## src/sv/slas_pkg.sv

```systemverilog
// shared types and constants for the serial line assembler
// used by slas_ctrl and serial_line_assembler; depends on nothing
`timescale 1ns / 1ps

package slas_pkg;

    // word kinds carried in s_tuser
    localparam logic [1:0] KIND_BYTE  = 2'd0;
    localparam logic [1:0] KIND_RXERR = 2'd1;
    localparam logic [1:0] KIND_REARM = 2'd2;
    localparam logic [1:0] KIND_CLEAR = 2'd3;

    localparam logic [7:0] CHAR_CR = 8'h0d;
    localparam logic [7:0] CHAR_LF = 8'h0a;

    localparam logic [7:0] ERR_MAX = 8'hff;

    // status reported with every result word
    typedef struct packed {
        logic       line_done;
        logic       event_pending;
        logic [6:0] line_length;
        logic [7:0] error_count;
        logic       accepting;
    } status_t;

endpackage

```

## src/sv/slas_ctrl.sv

```systemverilog
// receive control: write position, accept flag, error count, event flag, fill mark
// depends on slas_pkg; drives the write port of slas_store
`timescale 1ns / 1ps

module slas_ctrl #(
    parameter int LINE_DEPTH = 64,
    parameter int AW         = $clog2(LINE_DEPTH),
    parameter int WPW        = $clog2(LINE_DEPTH + 1)
) (
    input  logic              aclk,
    input  logic              aresetn,
    input  logic              step,
    input  logic [1:0]        kind,
    input  logic [7:0]        data_byte,
    output slas_pkg::status_t status_next,
    output logic              wr_en,
    output logic [AW-1:0]     wr_addr,
    output logic [7:0]        wr_data,
    output logic [WPW-1:0]    fill_next
);

    localparam int LW = (WPW > 7) ? WPW : 7;

    logic [WPW-1:0] wp_reg, wp_next;
    logic           acc_reg, acc_next;
    logic [7:0]     rej_reg, rej_next;
    logic           evt_reg, evt_next;
    logic [WPW-1:0] fill_reg;
    logic           done;
    logic           can_store;
    logic           is_cr;
    logic           is_lf;
    logic [LW-1:0]  wp_wide;

    assign is_cr     = (data_byte == slas_pkg::CHAR_CR);
    assign is_lf     = (data_byte == slas_pkg::CHAR_LF);
    assign can_store = acc_reg && (rej_reg == 8'd0) && (wp_reg < WPW'(LINE_DEPTH));
    assign wr_addr   = wp_reg[AW-1:0];

    always_comb begin
        wp_next  = wp_reg;
        acc_next = acc_reg;
        rej_next = rej_reg;
        evt_next = evt_reg;
        done     = 1'b0;
        wr_en    = 1'b0;
        wr_data  = data_byte;
        case (kind)
            slas_pkg::KIND_BYTE: begin
                if (!is_lf) begin
                    if (can_store) begin
                        wr_en = 1'b1;
                        if (is_cr) begin
                            // terminator goes where the next byte would have gone
                            wr_data  = 8'd0;
                            acc_next = 1'b0;
                            done     = 1'b1;
                            evt_next = 1'b1;
                        end else begin
                            wp_next = WPW'(wp_reg + 1'b1);
                        end
                    end else begin
                        wp_next = '0;
                        if (is_cr) begin
                            rej_next = 8'd0;
                            acc_next = 1'b1;
                        end else if (rej_reg != slas_pkg::ERR_MAX) begin
                            rej_next = rej_reg + 8'd1;
                        end
                    end
                end
            end
            slas_pkg::KIND_REARM: begin
                wp_next  = '0;
                acc_next = 1'b1;
            end
            slas_pkg::KIND_CLEAR: begin
                evt_next = 1'b0;
            end
            default: begin
            end
        endcase
    end

    // writes only ever land at the write position, so the written entries
    // are always a prefix of the store
    always_comb begin
        fill_next = fill_reg;
        if (wr_en && (wp_reg == fill_reg)) begin
            fill_next = WPW'(fill_reg + 1'b1);
        end
    end

    assign wp_wide = LW'(wp_next);

    always_comb begin
        status_next.line_done     = done;
        status_next.event_pending = evt_next;
        status_next.line_length   = wp_wide[6:0];
        status_next.error_count   = rej_next;
        status_next.accepting     = acc_next;
    end

    always_ff @(posedge aclk) begin
        if (!aresetn) begin
            wp_reg   <= '0;
            acc_reg  <= 1'b1;
            rej_reg  <= 8'd0;
            evt_reg  <= 1'b0;
            fill_reg <= '0;
        end else if (step) begin
            wp_reg   <= wp_next;
            acc_reg  <= acc_next;
            rej_reg  <= rej_next;
            evt_reg  <= evt_next;
            fill_reg <= fill_next;
        end
    end

endmodule

```

## src/sv/slas_store.sv

```systemverilog
// line store: one write port, one registered read port with same-word bypass
// depends on nothing; entries at or above the fill mark read as zero
`timescale 1ns / 1ps

module slas_store #(
    parameter int LINE_DEPTH = 64,
    parameter int AW         = $clog2(LINE_DEPTH),
    parameter int WPW        = $clog2(LINE_DEPTH + 1)
) (
    input  logic           aclk,
    input  logic           aresetn,
    input  logic           rd_en,
    input  logic [5:0]     rd_index,
    input  logic [WPW-1:0] fill,
    input  logic           wr_en,
    input  logic [AW-1:0]  wr_addr,
    input  logic [7:0]     wr_data,
    output logic [7:0]     rd_data
);

    localparam int CW = (WPW > 6) ? WPW : 6;

    logic [7:0]    mem [LINE_DEPTH];
    logic [CW-1:0] ridx_w;
    logic          hit;
    logic [AW-1:0] rd_addr;
    logic          bypass;
    logic [7:0]    mem_q;
    logic          hit_reg;
    logic          bypass_reg;
    logic [7:0]    bdata_reg;

    assign ridx_w  = CW'(rd_index);
    // fill never exceeds the depth, so this also covers reads past the store
    assign hit     = ridx_w < CW'(fill);
    assign rd_addr = hit ? ridx_w[AW-1:0] : '0;
    assign bypass  = wr_en && (wr_addr == rd_addr);

    always_ff @(posedge aclk) begin
        if (wr_en) begin
            mem[wr_addr] <= wr_data;
        end
        if (rd_en) begin
            mem_q     <= mem[rd_addr];
            bdata_reg <= wr_data;
        end
    end

    always_ff @(posedge aclk) begin
        if (!aresetn) begin
            hit_reg    <= 1'b0;
            bypass_reg <= 1'b0;
        end else if (rd_en) begin
            hit_reg    <= hit;
            bypass_reg <= bypass;
        end
    end

    assign rd_data = !hit_reg ? 8'd0 : (bypass_reg ? bdata_reg : mem_q);

endmodule

```

## src/sv/serial_line_assembler.sv

```systemverilog
// serial line assembler top level: input register, control, line store, result register
// depends on slas_pkg, slas_ctrl and slas_store
`timescale 1ns / 1ps

// Usage:
//   s_ channel takes one word per received event: s_tuser carries the kind
//   (byte, byte with receive error, rearm, clear event), s_tdata the
//   character and the store position to report.
//   m_ channel returns exactly one word per input word: line status plus the
//   stored byte at the requested position; m_tlast marks the word whose
//   carriage return completed a line.
// Path: a word accepted on s_ passes through the input register, then the
//   result register, before its result is shown on m_.
// Throughput: one word per cycle while m_tready stays high; the control update and the
//   single write / single read of the store all fit in one stage.
// Reset: status returns to an empty, accepting line with no errors and no
//   event. The store takes no clearing pass: a fill mark tracks the written
//   prefix and positions at or above it read as zero, so the block is ready at once.
// Stall: when m_tready is low the result is held, the input register keeps
//   one more word, and s_tready then drops until the result is taken.

module serial_line_assembler #(
    parameter int LINE_DEPTH = 64
) (
    input  logic        aclk,
    input  logic        aresetn,
    input  logic        s_tvalid,
    output logic        s_tready,
    input  logic [15:0] s_tdata,   // data_byte[7:0], read_index[13:8], zero pad
    input  logic [1:0]  s_tuser,   // kind[1:0]
    output logic        m_tvalid,
    input  logic        m_tready,
    output logic [31:0] m_tdata,   // event_pending[0], line_length[7:1], error_count[15:8],
                                   // accepting[16], read_data[24:17], zero pad
    output logic        m_tlast    // line_done
);

    localparam int AW  = $clog2(LINE_DEPTH);
    localparam int WPW = $clog2(LINE_DEPTH + 1);

    logic              in_valid_reg;
    logic [1:0]        kind_reg;
    logic [7:0]        byte_reg;
    logic [5:0]        ridx_reg;
    logic              out_valid_reg;
    slas_pkg::status_t status_reg;
    slas_pkg::status_t status_next;
    logic              advance;
    logic              step;
    logic              wr_en;
    logic [AW-1:0]     wr_addr;
    logic [7:0]        wr_data;
    logic [WPW-1:0]    fill_next;
    logic [7:0]        rd_data;

    assign advance  = !out_valid_reg || m_tready;
    assign step     = in_valid_reg && advance;
    assign s_tready = !in_valid_reg || advance;

    always_ff @(posedge aclk) begin
        if (s_tvalid && s_tready) begin
            kind_reg <= s_tuser;
            byte_reg <= s_tdata[7:0];
            ridx_reg <= s_tdata[13:8];
        end
    end

    always_ff @(posedge aclk) begin
        if (!aresetn) begin
            in_valid_reg  <= 1'b0;
            out_valid_reg <= 1'b0;
        end else begin
            if (s_tvalid && s_tready) begin
                in_valid_reg <= 1'b1;
            end else if (step) begin
                in_valid_reg <= 1'b0;
            end
            if (advance) begin
                out_valid_reg <= in_valid_reg;
            end
        end
    end

    always_ff @(posedge aclk) begin
        if (step) begin
            status_reg <= status_next;
        end
    end

    slas_ctrl #(
        .LINE_DEPTH (LINE_DEPTH),
        .AW         (AW),
        .WPW        (WPW)
    ) u_ctrl (
        .aclk        (aclk),
        .aresetn     (aresetn),
        .step        (step),
        .kind        (kind_reg),
        .data_byte   (byte_reg),
        .status_next (status_next),
        .wr_en       (wr_en),
        .wr_addr     (wr_addr),
        .wr_data     (wr_data),
        .fill_next   (fill_next)
    );

    // store writes and reads only when the word moves into the result register
    slas_store #(
        .LINE_DEPTH (LINE_DEPTH),
        .AW         (AW),
        .WPW        (WPW)
    ) u_store (
        .aclk     (aclk),
        .aresetn  (aresetn),
        .rd_en    (step),
        .rd_index (ridx_reg),
        .fill     (fill_next),
        .wr_en    (wr_en && step),
        .wr_addr  (wr_addr),
        .wr_data  (wr_data),
        .rd_data  (rd_data)
    );

    assign m_tvalid = out_valid_reg;
    assign m_tlast  = status_reg.line_done;
    assign m_tdata  = {7'd0, rd_data, status_reg.accepting, status_reg.error_count,
                       status_reg.line_length, status_reg.event_pending};

endmodule
```

## config.mk

```make
export PLATFORM = sky130hd
export DESIGN_NAME = serial_line_assembler
export DESIGN_NICKNAME = d
export VERILOG_FILES = /design/src/sv/slas_pkg.sv /design/src/sv/slas_ctrl.sv /design/src/sv/slas_store.sv /design/src/sv/serial_line_assembler.sv
export SDC_FILE = /design/constraint.sdc
export NUM_CORES = 1
export LEC_CHECK = 0
export ABC_AREA = 0
export BUFFER_PORTS_ARGS = -buffer_cell sky130_fd_sc_hd__buf_2
export CORE_MARGIN = 8
export CORE_UTILIZATION = 50
export CTS_CLUSTER_DIAMETER = 80
export DETAILED_ROUTE_END_ITERATION = 8
export PLACE_DENSITY = 0.66
export SYNTH_ARGS = -nofsm -noshare
export SYNTH_HDL_FRONTEND = slang
export SYNTH_SLANG_ARGS = --single-unit
```

## constraint.sdc

```tcl
create_clock -name aclk -period 5.2 [get_ports aclk]
set_input_delay 0.26 -clock aclk [delete_from_list [all_inputs] [get_ports aclk]]
set_output_delay 0.26 -clock aclk [all_outputs]
set_load 0.02 [all_outputs]
```

## Yosys cells after proc, flatten, opt, wreduce, memory -nomap -nowiden

Memories as Yosys holds them, arrays and structs flattened. A register that Yosys moved wholly into a read port is not among the register bits.
Index checks and enable logic that the tools add are counted.

| word-level totals | value |
|---|---|
| flip-flop bits (word level) | 70 |
| latch bits | 0 |
| memory bits (writable) | 512 |
| memory bits (read-only) | 0 |
| output and inout port bits | 35 |
| word-level logic and storage cells | 82 |
| memories | 1 |

| operators by class | value |
|---|---|
| add/sub/neg operators | 3 |
| multiply operators | 0 |
| divide/modulo/power cells | 0 |
| magnitude comparators | 2 |
| equal/unequal tests | 7 |
| shift operators | 0 |
| multiplexer cells | 34 |
| bitwise logic cells | 2 |
| reduce and logical (&&, ||, !) cells | 15 |

Memory list:

| name | depth | bits a word | rd ports | clocked after memory_dff | wr ports | RTL line | text |
|---|---|---|---|---|---|---|---|
| u_store.mem | 64 | 8 | 1 | 1 | 1 | slas_store.sv:23 | `logic [7:0] mem [LINE_DEPTH];` |

Operators with widths:

| cell | number |
|---|---|
| $mux W8 | 11 |
| $mux W7 | 4 |
| $eq A8 B4 Y1 const B | 2 |
| $mux W1 | 15 |
| $add A7 B1 Y7 const B | 2 |
| $pmux W7 S2 | 1 |
| $add A8 B1 Y8 const B | 1 |
| $logic_not A8 Y1 | 1 |
| $ne A8 B8 Y1 const B | 1 |
| $eq A7 B7 Y1 | 1 |
| $logic_and A1 B1 Y1 | 7 |
| $lt A6 B7 Y1 | 1 |
| $lt A7 B7 Y1 const B | 1 |
| $eq A6 B6 Y1 | 1 |
| $mux W6 | 1 |
| $eq A2 B2 Y1 const B | 2 |
| $pmux W1 S2 | 2 |
| $reduce_or A3 Y1 | 1 |
| $logic_not A1 Y1 | 2 |
| $logic_not A2 Y1 | 1 |
| $logic_or A1 B1 Y1 | 2 |
| $not A1 Y1 | 2 |
| $reduce_bool A2 Y1 | 1 |

## Depth between registers and ports, before layout

Gate-level depths: netlist (run 1).

| logic depth | value |
|---|---|
| depth in word-level cells | 12 |
| mapped depth | 20 |
| depth with buffers taken out | 17 |

## Cells and area by module

From an unflattened synthesis (run 1), not the netlist that was laid out.

| unflattened totals | value |
|---|---|
| cells, all modules | 1620 |
| area total of the unflattened synthesis | 24541.0 sq um |

Modules (own cells, without submodules):

| module | instances | cells an instance | area an instance (sq um) | sequential area each (sq um) |
|---|---|---|---|---|
| slas_store | 1 | 1289 | 21256.6 | 15895.2 |
| slas_ctrl | 1 | 278 | 2093.3 | 480.5 |
| serial_line_assembler | 1 | 53 | 1191.1 | 1061.0 |

## Worst setup path before layout (run 1)

No wires, ideal clock.

| path | value |
|---|---|
| path kind | flip-flop to flip-flop |
| start point | register u_ctrl.rej_reg[2] |
| end point | register u_store.mem_q[6] (read register of u_store.mem) (data pin) |
| setup time | 0.260 ns |
| data arrival time | 3.834 ns |
| path slack | 1.105 ns |
| cell stages (with the launch flop) | 17 |
| path buffers | 2 |
| clock period less this slack | 4.095 ns |
| path through | dfxtp_1 nor4_4 nand4b_4 nor4_4 nand4_1 nor2_1 xnor2_1 ha_1 and4b_1 o221ai_1 a31o_2 mux2i_1 clkbuf_1 clkbuf_1 o32ai_1 o22ai_1 nor3_1 |

| between the ends | value |
|---|---|
| word-level cells in the longest chain between the ends | 10 |

Ends and longest elaborated chain:

| element | RTL line | text |
|---|---|---|
| from (decl) | slas_ctrl.sv:26 | `logic [7:0] rej_reg, rej_next;` |
| from (signal assigned) | slas_ctrl.sv:114 | `rej_reg <= rej_next;` |
| $logic_not A8 Y1 | slas_ctrl.sv:37 | `assign can_store = acc_reg && (rej_reg == 8'd0) && (wp_reg < WPW'(LINE_DEPTH));` |
| $logic_and A1 B1 Y1 (2 in a row) | slas_ctrl.sv:37 |  |
| $mux W1 | slas_ctrl.sv:51 | `if (can_store) begin` |
| $mux W1 | slas_ctrl.sv:50 | `if (!is_lf) begin` |
| $mux W1 | slas_ctrl.sv:48 | `case (kind)` |
| $logic_and A1 B1 Y1 | slas_ctrl.sv:89 | `if (wr_en && (wp_reg == fill_reg)) begin` |
| $mux W7 | slas_ctrl.sv:89 |  |
| $lt A6 B7 Y1 | slas_store.sv:35 | `assign hit = ridx_w < CW'(fill);` |
| $mux W6 | slas_store.sv:36 | `assign rd_addr = hit ? ridx_w[AW-1:0] : '0;` |
| to (decl) | slas_store.sv:28 | `logic [7:0] mem_q;` |

No other way between the ends.
A chain may end at the register's enable or synchronous reset.

## Final worst setup path (run 1)

| path | value |
|---|---|
| start point | register u_ctrl.wp_reg[6] |
| end point | register u_store.mem_q[7] (read register of u_store.mem) (data pin) |

| between the ends | value |
|---|---|
| word-level cells in the longest chain between the ends | 9 |

Ends and longest elaborated chain:

| element | RTL line | text |
|---|---|---|
| from (decl) | slas_ctrl.sv:24 | `logic [WPW-1:0] wp_reg, wp_next;` |
| from (signal assigned) | slas_ctrl.sv:112 | `wp_reg <= wp_next;` |
| $lt A7 B7 Y1 | slas_ctrl.sv:37 |  |
| $logic_and A1 B1 Y1 | slas_ctrl.sv:37 |  |
| $mux W1 | slas_ctrl.sv:51 |  |
| $mux W1 | slas_ctrl.sv:50 |  |
| $mux W1 | slas_ctrl.sv:48 |  |
| $logic_and A1 B1 Y1 (*) | slas_ctrl.sv:89 |  |
| $mux W7 (*) | slas_ctrl.sv:89 |  |
| $lt A6 B7 Y1 (*) | slas_store.sv:35 |  |
| $mux W6 (*) | slas_store.sv:36 |  |

Every way passes the cells marked *; elsewhere a longest branch is shown, timed or not.

==> results.py, run 1 <==
metrics = {
    "run_status": {
        "status": "finished, final reports clean",
    },
    "timing": {
        "worstMarginPinSlew_ns": 1.30,
        "holdWs_ns": 0.0778,
        "fin_crit_ns": 4.84,
        "slew_violations": 0,
        "fin_crit_sh_pct": 93.0,
        "fin_ws_ns": 0.363,
        "finalClockSkew_ns": 0.0148,
        "max_slew_margin_pct": 13.1,
        "rsz0062_at_grt": "no",
        "max_freq_mhz": 207,
        "fin_tns_setup_ns": 0,
        "finalHoldViolations": 0,
        "setup_viol": 0,
    },
    "detailed_routing": {
        "routedWlPerCell_um": 25.4,
        "drt_iter0_markers": 1687,
        "wl_um": 58300,
        "routed-via-count": 14200,
        "ant_nets": 0,
        "vias_per_cell": 6.17,
        "first_pass_iters": 5,
        "drc": 0,
    },
    "cts": {
        "worstSkewPairLatency_ns": 0.61,
        "clockBufferDepth": 3,
        "root_buffer": "clkbuf_16",
        "postCtsSetupBuffers": 0,
        "cts.sinks": 590,
        "htree_levels": 2,
        "path_clk_slew_ns": 0.06,
        "tritoncts": "yes",
        "cts_made_buffers": 58,
    },
    "finish": {
        "final_nets": 1658,
        "fillers": 3815,
        "largest_reg_flops": 512,
        "regMostFlops": "u_store.mem",
        "area_growth_syn_to_layout_pct": 11.2,
        "drive_gt1_share_pct": 16.2,
        "ff_latch_area_sq_mm": 0.0174,
        "multi_input_area_sq_mm": 0.00652,
    },
    "die": {
        "ios": 57,
        "start_util_pct": 50.3,
        "num_rows": 81,
        "die_area_sq_mm": 0.0563,
        "die_h_um": 237,
        "fp.coreArea_sq_mm": 0.0486,
        "die_w_um": 237,
    },
    "place": {
        "dp_hpwl_um": 34700,
        "place_worst_setup_slack_ns": 0.441,
        "portBuffers": 47,
        "place.gp.congestion": 0.863,
    },
    "synthesis": {
        "yosys_most_used_dff": "edfxtp_1",
        "ys_warn_count": 0,
        "ys_ff_latch": 590,
        "ys_types": 77,
        "synth-edff-count": 562,
        "ys_seq_area_share_pct": 71.2,
        "syn_avg_cell_area_sq_um": 15.6,
        "mappedNetlistArea_sq_mm": 0.0245,
        "async_flop_share_pct": 0,
        "syn_inst": 1572,
    },
    "flow_run": {
        "drv_cap": 0,
    },
    "worst_setup_path": {
        "critical_path_arrival_ns": 5.28,
        "timing.critical_path.buf_inv": 1,
        "end_kind": "flip-flop",
        "timing.rr.end": "u_store.mem_q[7]",
        "critical_path_cell_count": 15,
        "crit-reg2reg-launch": "u_ctrl.wp_reg[6]",
        "cp_cell_sequence": "nor3b_1, nand4b_4, nor4_4, nand2_1, xor2_1, ha_1, a211o_1, o221a_2, o21ai_0, mux2_4, buf_4, a311oi_1, o211ai_1, nand3_1, nor3_1",
        "r2r_setup_slack_ns": 0.36,
        "cp_max_fo": 24,
        "path_delay_family": "simple AND/OR/NAND/NOR gates",
        "crit_type": "reg2reg",
        "startpoint_type": "flip-flop",
        "cpPeakStageDelay_ns": 0.46,
        "crit_slowest_cell": "nor4_4",
        "r2r_cells": 15,
        "crit_required_ns": 5.64,
    },
    "hold_path": {
        "hp-start": "aresetn",
        "min_to": "u_ctrl.acc_reg",
        "hold_path_class": "in2reg",
        "holdPathStages": 2,
    },
    "grt": {
        "grt_max_degree": 121,
        "grt_antenna_before_repair": 0,
        "grt_pass1_vias": 13900,
        "grt_pass1_wl_um": 87100,
        "grt_use_total_pct": 20.4,
        "overflow": 0,
    },
    "power": {
        "p_leak_uw": 0.00878,
        "power_density_mw_per_mm2": 358,
        "ir_drop_mv": 0.260,
    },
}
## routing by layer
metal	global-route usage, %	share of wire, %	vias to the layer above	routed length (um)
met5	0	0	-	0
met3	3.03	7.5	107	4360
met4	7.25	3.0	0	1760
met2	32.7	48	589	27800
li1	-	-	6289	-
met1	28.3	42	7173	24400
## cell families (layout without fill, tap and decap cells)
| logic type | after synthesis | after routing | share of synthesized area [%] |
|---|---|---|---|
| AO/OA/AOI/OAI | 303 | 303 | 8.74 |
| XOR/XNOR | 22 | 22 | 0.787 |
| adder cells (fa/ha/maj) | 11 | 11 | 0.562 |
| buffers and inverters | 126 | 219 | 2.38 |
| flip-flops | 590 | 590 | 71.2 |
| multiplexers | 154 | 154 | 9.38 |
| other | 1 | 8 | 0.0153 |
| AND/OR/NAND/NOR | 365 | 365 | 6.95 |
## how the worst max path moves through the flow
| stage | from | end | slack, ns |
|---|---|---|---|
| final | u_ctrl.wp_reg[6] | u_store.mem_q[7] | 0.36 |
| after global routing | u_ctrl.wp_reg[6] | u_store.mem_q[7] | 0.14 |
| after floorplan | u_ctrl.rej_reg[2] | u_store.mem_q[6] | 1.11 |
| after global placement | u_ctrl.wp_reg[6] | u_store.mem_q[7] | 0.46 |
| after detailed placement | u_ctrl.wp_reg[6] | u_store.mem_q[7] | 0.44 |
| after CTS | u_ctrl.wp_reg[6] | u_store.mem_q[7] | 0.38 |
## cell type report
cell class,instances,area share (%)
Inverter,14,0.193
Clock inverter,34,0.666
Multi-Input combinational cell,862,23.9
Timing Repair Buffer,99,2.65
Tap cell,622,2.86
Antenna cell,1,0.00918
Clock buffer,72,5.71
Sequential cell,590,64.0
## report_power, final
group	internal [uW]	total [uW]	switching, uW	leakage (uW)
Sequential	5240	5260	24.7	0.00530
Clock	2150	3870	1720	0.000855
Combinational	210	625	415	0.00263
Total	7600	9760	2160	0.00878
## cell usage after synthesis (4+ instances only)
master | count | share of area (%)
inv_1 | 13 | 0.20
nand2_1 | 90 | 1.4
nor2b_1 | 17 | 0.43
a221oi_1 | 7 | 0.25
a32o_1 | 6 | 0.25
and2_1 | 10 | 0.26
edfxtp_1 | 562 | 69
a31oi_1 | 6 | 0.15
xor2_1 | 9 | 0.32
nor3_1 | 14 | 0.29
a22oi_1 | 7 | 0.21
mux2i_1 | 74 | 3.0
a21boi_0 | 15 | 0.46
o21ai_1 | 14 | 0.29
o311ai_0 | 6 | 0.21
o211ai_1 | 22 | 0.67
o21ai_0 | 51 | 1.0
buf_1 | 14 | 0.21
a21oi_1 | 60 | 1.2
o31ai_1 | 5 | 0.15
nor2_1 | 155 | 2.4
mux4_2 | 58 | 5.3
o311a_1 | 6 | 0.25
xnor2_1 | 13 | 0.46
ha_1 | 11 | 0.56
a311oi_1 | 9 | 0.32
dfxtp_1 | 28 | 2.3
o21a_1 | 4 | 0.12
and3_1 | 5 | 0.13
buf_4 | 9 | 0.28
buf_2 | 18 | 0.37
mux2_2 | 21 | 0.97
o211ai_2 | 5 | 0.26
a211oi_1 | 15 | 0.46
nand3_1 | 31 | 0.63
o221ai_1 | 7 | 0.25
o221a_2 | 7 | 0.32
a211o_1 | 5 | 0.18
nand4_1 | 11 | 0.28
o311ai_1 | 8 | 0.29
o32ai_1 | 17 | 0.61
clkbuf_1 | 66 | 1.0
nand2b_1 | 6 | 0.15
## worst reg2reg max path: cells and delay by family (launching register included)
family          cells  cell delay (ns)
simple gates        6             1.77
fa+ha+maj           1             0.30
mux                 1             0.32
xor+xnor            1             0.17
compound gates      5             1.44
buf+inv             1             0.31
flops               1             0.37
## cell usage in the layout (no fill, tap or decap), types with 7 or more instances in the layout
master,count
xnor2_1,13
o311ai_1,8
o221a_2,7
dfxtp_1,28
nand3_1,31
a21boi_0,15
buf_4,30
xor2_1,9
o21ai_1,14
o21ai_0,51
mux2i_1,73
a21oi_1,60
and2_1,8
o221ai_1,7
clkinv_1,19
o32ai_1,17
ha_1,11
clkbuf_1,10
nand2_1,90
a22oi_1,7
nor2b_1,16
dlygate4sd3_1,18
clkbuf_16,59
nand4_1,11
inv_1,12
clkinv_2,12
edfxtp_1,562
a221oi_1,7
mux4_2,58
a311oi_1,9
o211ai_1,22
a211oi_1,15
nor2_1,155
mux2_2,21
nor3_1,14
buf_2,47
conb_1,7
## metrics by stage
step | cell area [sq um] | cells | utilization [%] | power [uW]
4_1_cts | 27200 | 2293 | 56.0 | 9810
3_5_place_dp | 25300 | 2169 | 52.1 | 5970
5_1_grt | 27200 | 2293 | 56.0 | 10000
6_report | 27200 | 2294 | 56.0 | 9760
3_3_place_gp | 25300 | 2169 | 52.1 | 5960
2_1_floorplan | 24500 | 1578 | - | 5770
## repair_timing
| item | in CTS | in global routing |
|---|---|---|
| endpoints found under the hold margin | 18 | 0 |
| hold buffers | 18 | 0 |
| setup endpoints to repair | 0 | 0 |
| gates resized for setup | 0 | 0 |
Note: power is estimated with default switching activity, not from simulation.
==> inputs of run 2 (changes only) <==
--- a/config.mk
+++ b/config.mk
@@ -11,6 +11,7 @@
 export CORE_UTILIZATION = 50
 export CTS_CLUSTER_DIAMETER = 80
 export DETAILED_ROUTE_END_ITERATION = 8
+export MAX_ROUTING_LAYER = met4
 export PLACE_DENSITY = 0.66
 export SYNTH_ARGS = -nofsm -noshare
 export SYNTH_HDL_FRONTEND = slang
==> results.py, run 2 (same netlist as run 1, synthesis figures left out) <==
metrics = {
    "die": {
        "die_h_um": 237,
        "num_rows": 81,
        "die_area_sq_mm": 0.0563,
        "fp.coreArea_sq_mm": 0.0486,
        "die_w_um": 237,
        "start_util_pct": 50.3,
        "ios": 57,
    },
    "hold_path": {
        "holdPathStages": 2,
        "min_to": "u_ctrl.acc_reg",
        "hp-start": "aresetn",
        "hold_path_class": "in2reg",
    },
    "cts": {
        "cts_made_buffers": 58,
        "worstSkewPairLatency_ns": 0.61,
        "tritoncts": "yes",
        "htree_levels": 2,
        "path_clk_slew_ns": 0.06,
        "postCtsSetupBuffers": 0,
        "root_buffer": "clkbuf_16",
        "clockBufferDepth": 3,
        "ctsResizeCount": 0,
        "cts.sinks": 590,
    },
    "place": {
        "dp_hpwl_um": 34700,
        "portBuffers": 47,
        "place.gp.congestion": 0.877,
        "place_worst_setup_slack_ns": 0.441,
    },
    "flow_run": {
        "drv_cap": 0,
    },
    "timing": {
        "slew_violations": 0,
        "max_freq_mhz": 205,
        "worstMarginPinSlew_ns": 1.28,
        "finalHoldViolations": 0,
        "finalClockSkew_ns": 0.0141,
        "fin_tns_setup_ns": 0,
        "fin_ws_ns": 0.314,
        "holdWs_ns": 0.0877,
        "setup_viol": 0,
        "fin_crit_ns": 4.89,
        "fin_crit_sh_pct": 94.0,
        "max_slew_margin_pct": 14.4,
        "rsz0062_at_grt": "no",
    },
    "run_status": {
        "status": "finished, final reports clean",
    },
    "worst_setup_path": {
        "crit_required_ns": 5.64,
        "cp_max_fo": 24,
        "timing.rr.end": "u_store.mem_q[7]",
        "critical_path_arrival_ns": 5.32,
        "r2r_cells": 16,
        "crit-reg2reg-launch": "u_ctrl.wp_reg[6]",
        "crit_type": "reg2reg",
        "crit_start": "u_ctrl.wp_reg[6]",
        "r2r_setup_slack_ns": 0.31,
        "startpoint_type": "flip-flop",
        "end_kind": "flip-flop",
    },
    "detailed_routing": {
        "first_pass_iters": 5,
        "wl_um": 58300,
        "vias_per_cell": 6.21,
        "routed-via-count": 14200,
        "routedWlPerCell_um": 25.4,
        "drt_iter0_markers": 1682,
        "drc": 0,
        "ant_nets": 0,
    },
    "grt": {
        "grt_max_degree": 121,
        "overflow": 0,
        "grt_pass1_vias": 13900,
        "grt_pass1_wl_um": 87100,
        "grt_antenna_before_repair": 0,
        "grt_use_total_pct": 21.0,
    },
    "finish": {
        "regMostFlops": "u_store.mem",
        "largest_reg_flops": 512,
        "drive_gt1_share_pct": 16.2,
        "n_antenna_cell": 0,
        "final_nets": 1658,
        "final_common_cell": "edfxtp_1",
        "final_cell_mix": "edfxtp_1 (562), nor2_1 (155), nand2_1 (90)",
        "area_growth_syn_to_layout_pct": 11.2,
    },
    "power": {
        "power_density_mw_per_mm2": 358,
        "p_leak_uw": 0.00878,
        "ir_drop_mv": 0.260,
        "fin_total_pwr_uw": 9760,
    },
}
-- run 2: changes by cell type in the layout (fill, tap and decap cells not counted), sizes merged --
cell / before / now
diode: 1 / 0
-- run 2: worst max path at each step --
stage                            end  depth (start not counted)
global route        u_store.mem_q[7]                         16
detailed placement  u_store.mem_q[7]                         15
global placement    u_store.mem_q[7]                         15
CTS                 u_store.mem_q[7]                         15
finish              u_store.mem_q[7]                         16
floorplan           u_store.mem_q[6]                         16
-- run 2: power breakdown --
group / switching (uW) / internal, uW
Combinational: 416 / 210
Sequential: 24.9 / 5240
Clock: 1720 / 2150
-- run 2: stage by stage --
stage | area (sq um) | util (%) | cells
after floorplan | 24500 | - | 1578
after global placement | 25300 | 52.1 | 2169
after detailed placement | 25300 | 52.1 | 2169
after CTS | 27200 | 56.0 | 2293
after global routing | 27200 | 56.0 | 2293
final | 27200 | 56.0 | 2293
-- run 2: final cells by class --
class	count	area [sq um]
multi-input cells	862	6520
clock buffers	72	1560
fillers	3815	21400
well taps	622	778
flip-flops and latches	590	17400
inverters	14	52.6
repair buffers	99	721
clock inverters	34	181
-- run 2: metal layers --
metal,global-route usage [%],vias up,share of wire [%]
li1,-,6289,-
met1,28.2,7219,42
met2,32.7,631,48
met3,3.01,106,7.5
met4,7.19,0,3.0
met5,-,-,0
-- run 2: worst max-delay path, cell delays in order (launching register included) --
cell	delay [ns]
dfxtp_1	0.37
nor3b_1	0.45
nand4b_4	0.23
nor4_4	0.46
nand4_1	0.26
nor2_1	0.18
xnor2_1	0.14
ha_1	0.28
and4b_1	0.20
o221a_2	0.12
o21ai_0	0.35
mux2_4	0.33
buf_4	0.30
a311oi_1	0.14
o211ai_1	0.41
nand3_1	0.23
nor3_1	0.26
-- run 2: repair_timing --
action	CTS	global route
endpoints found under the hold margin	18	0
setup endpoints to repair	0	0
hold buffers	18	0
